## src/design/mvp_queue.sv

```systemverilog
// ----------------------------------------------------------------------------
// mvp_queue
// Small synchronous FIFO with push/full and pop/empty sides. Depth is a power
// of two; the head entry is shown on pop_data while empty is low.
// ----------------------------------------------------------------------------
module mvp_queue #(
   parameter int unsigned WIDTH = 8,
   parameter int unsigned DEPTH = 4
) (
   input  logic             clock,
   input  logic             reset,
   input  logic             push,
   input  logic [WIDTH-1:0] push_data,
   output logic             full,
   input  logic             pop,
   output logic [WIDTH-1:0] pop_data,
   output logic             empty
);

   localparam int unsigned AW = (DEPTH > 1) ? $clog2(DEPTH) : 1;

   logic [WIDTH-1:0] entry_ff [DEPTH];
   logic [AW-1:0]    wr_ptr_ff, wr_ptr_in;
   logic [AW-1:0]    rd_ptr_ff, rd_ptr_in;
   logic [AW:0]      count_ff, count_in;
   logic             do_push, do_pop;

   assign full     = (count_ff == (AW+1)'(DEPTH));
   assign empty    = (count_ff == '0);
   assign do_push  = push && !full;
   assign do_pop   = pop && !empty;
   assign pop_data = entry_ff[rd_ptr_ff];

   always_comb begin
      wr_ptr_in = do_push ? AW'(wr_ptr_ff + 1'b1) : wr_ptr_ff;
      rd_ptr_in = do_pop ? AW'(rd_ptr_ff + 1'b1) : rd_ptr_ff;
      count_in  = count_ff;
      if (do_push && !do_pop) begin
         count_in = (AW+1)'(count_ff + 1'b1);
      end else if (do_pop && !do_push) begin
         count_in = (AW+1)'(count_ff - 1'b1);
      end
   end

   always_ff @(posedge clock) begin
      if (reset) begin
         wr_ptr_ff <= '0;
         rd_ptr_ff <= '0;
         count_ff  <= '0;
      end else begin
         wr_ptr_ff <= wr_ptr_in;
         rd_ptr_ff <= rd_ptr_in;
         count_ff  <= count_in;
      end
   end

   always_ff @(posedge clock) begin
      if (do_push) begin
         entry_ff[wr_ptr_ff] <= push_data;
      end
   end

endmodule

```

## config.mk

```make
export PLATFORM = sky130hd
export DESIGN_NAME = mvp_queue
export DESIGN_NICKNAME = d
export VERILOG_FILES = /design/src/design/mvp_queue.sv
export SDC_FILE = /design/constraint.sdc
export NUM_CORES = 1
export LEC_CHECK = 0
export ABC_AREA = 1
export BUFFER_PORTS_ARGS = -buffer_cell sky130_fd_sc_hd__clkbuf_2
export CAP_MARGIN = 15
export CORE_UTILIZATION = 60
export DETAILED_ROUTE_END_ITERATION = 16
export PLACE_DENSITY = 0.82
export REMOVE_ABC_BUFFERS = 1
export SETUP_SLACK_MARGIN = 0.1
export SYNTH_ARGS = -nofsm -noshare
export SYNTH_HDL_FRONTEND = slang
export SYNTH_SLANG_ARGS = --single-unit
```

## constraint.sdc

```tcl
create_clock -name clock -period 2.8 [get_ports clock]
set_input_delay 0.28 -clock clock [delete_from_list [all_inputs] [get_ports clock]]
set_output_delay 0.28 -clock clock [all_outputs]
set_load 0.01 [all_outputs]
```

==> key figures <==
Outcome
  • Status: finished, final reports clean

Power and ir drop
  • Pwr Density: 874 nW/um^2
  • Clock power share: 22.2%
  • Leakage power: 0.000755 uW
  • Switch Pwr: 540 uW
  • Power Internal: 1100 uW
  • IR drop worst, VDD: 0.747 mV
  • Sequential Power Share: 49.5%
  • Sw frac: 32.8%
  • Gate power share: 28.3%

Clock tree
  • H-tree levels: 2
  • Clk sinks: 41
  • Worst-path clk slew: 0.12 ns
  • CTS Buf Count: 5
  • Post-CTS setup buffers: 0
  • Clock buffer depth: 2
  • Worst-Skew Late Latency: 0.34 ns
  • Post-CTS sizing: 0
  • Clock Tree Root: clkbuf_4
  • Hold buffers post-CTS: 0
  • CTS tree: built

Timing
  • Slew Viols, Final: 0
  • Unrepaired setup endpoints after global routing: false
  • Max_slew headroom: 46.0%
  • Period utilization: 73.4%
  • Slack of the critical path: 0.745 ns
  • Min cycle time layout: 2.05 ns
  • Setup_tns: 0 ns
  • Setup Viol. Count Final: 0
  • Final Hold Viols: 0
  • Final clock skew: 0.00485 ns
  • Worst-margin pin slew: 0.806 ns
  • FMAX: 487 MHz

Layout
  • Number of fill cells: 173
  • Ant. Diodes: 0
  • Final net count: 190
  • Share of cells above drive strength 1: 19.1%
  • Area grow syn2layout: 11.6%

Global route
  • Antenna violations before repair: 0
  • First-pass GRT wire length: 4620 um
  • Largest net degree at the start of global routing: 18
  • Total global routing track utilization: 24.0%
  • Vias in the first global route: 1,086
  • Total grt overflow: 0

Placement
  • Port Buffer Count: 21
  • Pre-CTS WS: 0.943 ns
  • Gpl congestion: 0.706
  • Post-DP HPWL: 2010 um

Floorplan
  • Rows: 18
  • Core box area: 2570 um^2
  • Die Ht: 55 um
  • Die Wd: 55 um
  • Initial Utilization: 65.6%
  • Die Area: 3030 um^2
  • Top-Level Pins: 22

Detailed routing
  • Detailed-route via count: 1,093
  • Met2 Routed Length: 1460 um
  • Pre-antenna DRT Iters: 4
  • Final ANT Viol Nets: 0
  • Max layer used: met4
  • Final WL: 2870 um
  • Starting DRT DRC Count: 24
  • Vias per inst: 5.38
  • DRC: 0
  • DR WL met3: 158 um
  • DR WL/cell: 14.1 um
  • Metal-1 WL: 1200 um

Synthesis
  • Synth top area share: 57.0%
  • Post-synthesis cell area: 1690 um^2
  • Netlist cell types: 18
  • Register area share after synthesis: 67.7%
  • Cells after synthesis: 146
  • Area leader, netlist: edfxtp_1
  • Yosys warns: 0
  • Top cells by area, synth: edfxtp_1 57%, dfxtp_1 11%, nor2_1 6.7%, o21ai_0 3.9%, inv_1 3.8%
  • Mean Syn Cell Area: 11.5 um^2
  • Register bit count reported by yosys: 41

Worst setup path
  • Worst reg2reg path depth: 11
  • Worst setup SP type: flop
  • CP Max Fanout: 17
  • Worst path required time: 2.52 ns
  • Critical Path AT: 1.77 ns
  • Setup CP Type: flop to output port
  • Setup crit end kind: output port

Min path
  • Hold Crit Class: primary input to flop
  • Cells on Worst Hold Path: 1

Run
  • Max-cap violations: 0
-- final timing paths --
kind | startpoint | end | slack [ns]
worst max-delay path | flop | pop_data[3] | 0.75
worst min-delay path | push_data[3] | entry_ff[1][3]$_DFFE_PP_ | 0.15
worst max register to register | count_ff[0]$_SDFFE_PP0P_ | count_ff[2]$_SDFFE_PP0P_ | 0.83
worst min register to register | rd_ptr_ff[1]$_SDFFE_PP0P_ | rd_ptr_ff[1]$_SDFFE_PP0P_ | 0.52
-- state kept, by name (all words and copies together), names as in the netlist, named ones only --
register and cells:
count_ff 3, rd_ptr_ff 2, wr_ptr_ff 2, entry_ff 32
-- critical path, stage by stage (launching register included) --
cell      delay [ns]
dfxtp_1         0.71
inv_2           0.27
o21ai_0         0.23
o22ai_1         0.09
clkbuf_2        0.13
-- Yosys cell counts --
cell type and instances:
o21ai_1 1, nand2_2 2, o21ai_0 13, dfxtp_1 9, inv_1 17, ha_1 5, nand3b_1 1, buf_6 2
nor2_1 30, fa_1 1, inv_2 1, xor2_1 1, o21ai_2 3, nand3_1 4, nand2_1 13, edfxtp_1 32
o22ai_1 8, a21oi_1 3
-- power groups by stage --
stage,Combinational (uW),Clock [uW],Sequential [uW]
6_report,465,365,815
5_1_grt,545,395,829
4_1_cts,471,368,815
3_5_place_dp,463,0,828
3_3_place_gp,439,0,824
2_1_floorplan,315,0,809
-- per-layer routing --
layer,vias up,track usage [%]
met2,26,38.8
met5,-,0
met3,6,9.29
met1,507,27.3
li1,554,-
met4,0,12.9
-- area by class of cell --
type                    count  area, um^2  area share [%]
clock buffers               6        41.3            2.20
clock inverters             2        33.8            1.80
inverters                  18        67.6            3.59
multi-input cells          85         454            24.2
flip-flops and latches     41        1140            60.7
well taps                  30        37.5            2.00
repair buffers             21         105            5.59
-- kinds of logic (layout without fill, tap and decap cells) --
group | after synthesis | after routing | share of synthesized area, %
xor gates and xnor gates | 1 | 1 | 0.520
DFF | 41 | 41 | 67.7
AOI/OAI and AO/OA | 28 | 28 | 9.58
and+or+nand+nor | 50 | 50 | 12.0
adders and majority gates | 6 | 6 | 4.90
buffers and inverters | 20 | 47 | 5.34
-- stage by stage --
stage               std cells  hold slack (ns)  utilization, %  power (uW)  area (um^2)
floorplan                 144            0.349               -        1120         1660
global placement          195            0.485            70.3        1260         1810
detailed placement        195            0.499            70.3        1290         1810
CTS                       203            0.133            73.2        1650         1880
global route              203            0.123            73.2        1770         1880
finish                    203            0.146            73.2        1640         1880
-- layout by cell type, fill, tap and decap left out --
| master | instances |
|---|---|
| inv_2 | 1 |
| clkinv_1 | 1 |
| nand3b_1 | 1 |
| nand2_2 | 2 |
| nor2_1 | 30 |
| o21ai_2 | 3 |
| clkbuf_1 | 1 |
| clkbuf_2 | 21 |
| edfxtp_1 | 32 |
| nand2_1 | 13 |
| bufinv_16 | 1 |
| a21oi_1 | 3 |
| inv_1 | 17 |
| fa_1 | 1 |
| o21ai_1 | 1 |
| ha_1 | 5 |
| o21ai_0 | 13 |
| nand3_1 | 4 |
| clkbuf_4 | 5 |
| o22ai_1 | 8 |
| xor2_1 | 1 |
| dfxtp_1 | 9 |
Power figures use the tool's default switching activity.
