`src/design/mvp_pkg.sv`:
```
// ----------------------------------------------------------------------------
// mvp_pkg
// Shared types and codes of the matrix-vector product block: opcode and
// register index codes, the work item passed from front to back, and the
// result item.
// ----------------------------------------------------------------------------
package mvp_pkg;

   localparam logic OP_LOAD   = 1'b0;
   localparam logic OP_MATRIX = 1'b1;

   localparam logic REG_ROW_COUNT    = 1'b0;
   localparam logic REG_COLUMN_COUNT = 1'b1;

   localparam int unsigned VALUE_W = 16;
   localparam int unsigned PROD_W  = 32;
   localparam int unsigned DOT_W   = 48;
   localparam int unsigned INDEX_W = 10;
   localparam int unsigned COUNT_W = 11;

   typedef struct packed {
      logic signed [VALUE_W-1:0] matrix_value;
      logic signed [VALUE_W-1:0] vector_value;
      logic                      row_end;
      logic [INDEX_W-1:0]        row_index;
      logic                      last_row;
   } mvp_work_type;

   typedef struct packed {
      logic signed [DOT_W-1:0] dot_result;
      logic [INDEX_W-1:0]      row_index;
      logic                    last_row;
   } mvp_result_type;

endpackage

```
`src/design/mvp_back.sv`:
```
// ----------------------------------------------------------------------------
// mvp_back
// Multiply stage and row accumulator. Takes work items from the work queue,
// forms the exact Q16.16 product, adds it into the row sum and pushes the
// finished row into the result queue.
// ----------------------------------------------------------------------------
module mvp_back (
   input  logic                   clock,
   input  logic                   reset,
   input  logic                   work_empty,
   input  mvp_pkg::mvp_work_type  work_data,
   output logic                   work_pop,
   output logic                   result_push,
   output mvp_pkg::mvp_result_type result_data,
   input  logic                   result_full
);

   logic                              mul_valid_ff, mul_valid_in;
   logic signed [mvp_pkg::PROD_W-1:0] mul_prod_ff;
   logic signed [mvp_pkg::PROD_W-1:0] mul_prod_in;
   logic                              mul_end_ff;
   logic [mvp_pkg::INDEX_W-1:0]       mul_row_ff;
   logic                              mul_last_ff;

   logic [mvp_pkg::DOT_W-1:0] acc_ff, acc_in;
   logic [mvp_pkg::DOT_W-1:0] sum;
   logic                      acc_fire, mul_ready;

   assign acc_fire  = mul_valid_ff && (!mul_end_ff || !result_full);
   assign mul_ready = !mul_valid_ff || acc_fire;
   assign work_pop  = !work_empty && mul_ready;

   assign mul_prod_in = work_data.matrix_value * work_data.vector_value;
   assign sum = acc_ff + {{(mvp_pkg::DOT_W - mvp_pkg::PROD_W){mul_prod_ff[mvp_pkg::PROD_W-1]}},
                          mul_prod_ff};

   assign result_push             = acc_fire && mul_end_ff;
   assign result_data.dot_result  = $signed(sum);
   assign result_data.row_index   = mul_row_ff;
   assign result_data.last_row    = mul_last_ff;

   always_comb begin
      mul_valid_in = mul_valid_ff;
      if (work_pop) begin
         mul_valid_in = 1'b1;
      end else if (acc_fire) begin
         mul_valid_in = 1'b0;
      end
      acc_in = acc_ff;
      if (acc_fire) begin
         acc_in = mul_end_ff ? '0 : sum;
      end
   end

   always_ff @(posedge clock) begin
      if (reset) begin
         mul_valid_ff <= 1'b0;
         acc_ff       <= '0;
      end else begin
         mul_valid_ff <= mul_valid_in;
         acc_ff       <= acc_in;
      end
   end

   always_ff @(posedge clock) begin
      if (work_pop) begin
         mul_prod_ff <= mul_prod_in;
         mul_end_ff  <= work_data.row_end;
         mul_row_ff  <= work_data.row_index;
         mul_last_ff <= work_data.last_row;
      end
   end

endmodule

```
`config.mk`:
```
export PLATFORM = sky130hd
export DESIGN_NAME = mvp_back
export DESIGN_NICKNAME = d
export VERILOG_FILES = /design/src/design/mvp_pkg.sv /design/src/design/mvp_back.sv
export SDC_FILE = /design/constraint.sdc
export NUM_CORES = 1
export LEC_CHECK = 0
export BUFFER_PORTS_ARGS = -buffer_cell sky130_fd_sc_hd__buf_2
export CORE_UTILIZATION = 30
export DETAILED_ROUTE_END_ITERATION = 12
export MAX_ROUTING_LAYER = met4
export PLACE_DENSITY_LB_ADDON = 0.08
export SLEW_MARGIN = 20
export SYNTH_ARGS = -nofsm -noshare
export SYNTH_HDL_FRONTEND = slang
export SYNTH_SLANG_ARGS = --single-unit
```
`constraint.sdc`:
```
create_clock -name clock -period 6.1 [get_ports clock]
set_clock_uncertainty 0.05 [all_clocks]
set_input_delay 0 -clock clock [delete_from_list [all_inputs] [get_ports clock]]
set_output_delay 0 -clock clock [all_outputs]
set_load 0.05 [all_outputs]
```
==> metrics.cfg <==
[finish]
instances_no_fill = 2472
utilization_pct = 34.2
regArea_um2 = 2300
num-fill-cells = 5296
layout_commonest_cell = inv_1
drive_above_1_share_pct = 9.06
multiInputGateArea_um2 = 11700
antennaDiodeCount = 0
most-common-layout-cells = inv_1, fa_1, nand2_1
area_growth_pct = 11.7
fin_nets = 2235

[clock_tree]
ctsRootBufferMaster = clkbuf_16
cts_buffers = 9
postCtsSetupBuffers = 0
numClockSinks = 93
worstSkewPairLatency_ns = 0.36
cts_tree = built
path_clk_slew_ns = 0.07
htree_levels = 3
post_cts_resized = 0
cts_buffer_depth = 2

[logic_synthesis]
synth_flop_cell = dfxtp_1
synth_top_family_by_area = adder cells
syn_inst = 1693
synthAdderAreaFrac_pct = 44.4
synth_fp_nets = 2133
ys_ff_latch = 93
muxShareOfSynthArea_pct = 0.194
yosys.area.top_type_share_pct = 34.0
synth_simple_gate_area_share_pct = 14.6
async_flop_share_pct = 0
synth_edf_count = 44
synth_area_leaders = fa_1, ha_1, edfxtp_1, inv_1, dfxtp_1
synth.avg_cell_area_um2 = 9.15
synth_warnings = 0
syn_area_um2 = 15500
synth_compound_area_share_pct = 11.9
seq_area_frac_synth_pct = 14.9
synth.distinct_cells = 60
synth_xor_area_share_pct = 4.41
yosysTopAreaCell = fa_1

[floorplanning]
start_util_pct = 30.6
ios = 109
die-area_um2 = 52500
die_x_um = 229
core-area_um2 = 50600
placementRows = 82
fp.dieH_um = 229

[worst_setup_path]
cp-end-kind = register
path_cells = buf_2 > and2_1 > fa_1 > inv_1 > fa_1 > inv_1 > fa_1 > fa_1 > fa_1 > inv_1 > fa_1 > inv_1 > ha_1 > a21o_1 > a21o_1 > a21o_1 > nor3_1 > o211ai_1 > a32oi_1 > a21oi_1 > mux2i_1 > o2111ai_1
path_buf_inv = 5
critPathMaxStageDelay_ns = 0.54
r2r_cells = 11
startpoint = work_data[33]
cpMostUsedCell = fa_1
required_ns = 6.14
r2r-start = mul_prod_ff[31]
cp_max_fo = 16
cp-start-kind = input pin
crit_slowest_cell = fa_1
arrival_ns = 5.64
reg2reg_slack_ns = 2.30
crit_family = adder cells
reg2reg_to = acc_ff[47]
crit_type = input pin to register

[placed_design]
hpwlAfterDp_um = 34000
gp_congestion = 0.863
dp_cells = 2442
post-place-ws_ns = 0.126
io_buffers = 108

[timing]
worst_slack_ns = 0.501
setup_viol = 0
final_hold_viol_count = 0
slew_headroom_pct = 41.6
tightest_slew_ns = 0.877
period_minus_slack_ns = 5.60
rsz0062_at_grt = false
tns_ns = 0
finalCritPeriodShare_pct = 91.8
final_max_slew_viol_count = 0
max_freq_mhz = 179

[grt]
grt_pass1_wl_um = 67700
grt_pass1_vias = 12200
track_usage_pct = 16.6
antenna_found_initial = 0
grt_max_degree = 48
grt-ovfl-total = 0

[min_path]
holdPathStages = 2
hold_path_end = acc_ff[35]
hp-class = input pin to register
hold_start = reset

[outcome]
outcome = completed

[route]
drt_first_pass_iters = 5
wl_per_cell_um = 16.6
vias = 11300
drtIter0Drc = 446
drc_errors = 0
highest_layer = met4
m1WireLength_um = 21400
route.met2.wl_um = 18000
routed_wl_um = 41000
wl_met3_um = 1060
viasPerCell = 4.59
postRouteAntennaNets = 0

[flow_run]
max_cap_viol_count = 0

stage by stage:
| step | cell area, um2 | hold slack, ns |
|---|---|---|
| floorplan | 15500 | 0.0419 |
| global placement | 16900 | 0.127 |
| detailed placement | 16900 | 0.128 |
| CTS | 17300 | 0.0918 |
| global route | 17300 | 0.114 |
| finish | 17300 | 0.0889 |
timing repair:
item | in CTS | in global routing
hold buffers | 14 | 0
hold endpoints to repair | 24 | 0
setup endpoints to repair | 0 | 0
routing by layer:
layer / vias to the layer above / global-route usage [%]
met5: - / -
met4: 0 / 3.44
met3: 29 / 1.20
met2: 185 / 25.9
met1: 5547 / 23.6
li1: 5578 / -
cells by family after synthesis:
kind of cell,count (synthesis)
buf+inv,394
simple gates,465
mux,3
xor+xnor,78
fa+ha+maj,392
compound gates,268
flops,93
Yosys cell counts (all sizes together) (5+ instances only):
cell,n
a21o,44
a31oi,9
and3,10
o21a,7
nor2,85
nand4,9
o31ai,7
o21bai,15
xnor2,53
nor2b,6
nand2b,10
dfxtp,49
nor3,12
nand2,164
xor2,25
ha,129
inv,335
fa,263
o21ai,36
a21oi,71
a22oi,35
nand3,25
clkbuf,58
edfxtp,44
o211ai,8
and2,128
a211oi,5
sequential cells by signal, summed over array words and instances, names as in the netlist:
register      cells
mul_valid_ff      1
mul_last_ff       1
mul_row_ff       10
mul_prod_ff      32
mul_end_ff        1
acc_ff           48
worst max path at each step:
stage	endpoint	cells past startpoint	slack, ns
2_1_floorplan	mul_prod_ff[30]	24	0.36
3_3_place_gp	mul_prod_ff[31]	24	0.19
3_5_place_dp	mul_prod_ff[30]	24	0.13
4_1_cts	mul_prod_ff[30]	24	0.50
5_1_grt	mul_prod_ff[30]	24	0.25
6_report	mul_prod_ff[30]	22	0.50
cell type report:
class	count	area share, %
timing repair buffer	150	5.16
sequential	93	13.3
inverter	335	7.27
clock buffer	11	1.40
clock inverter	5	0.253
tap	672	4.86
multi-input combinational	1206	67.7
Power is left out: the tool's default activity adds up to more than one toggle a clock period on the data nets, which glitch-free logic cannot reach.
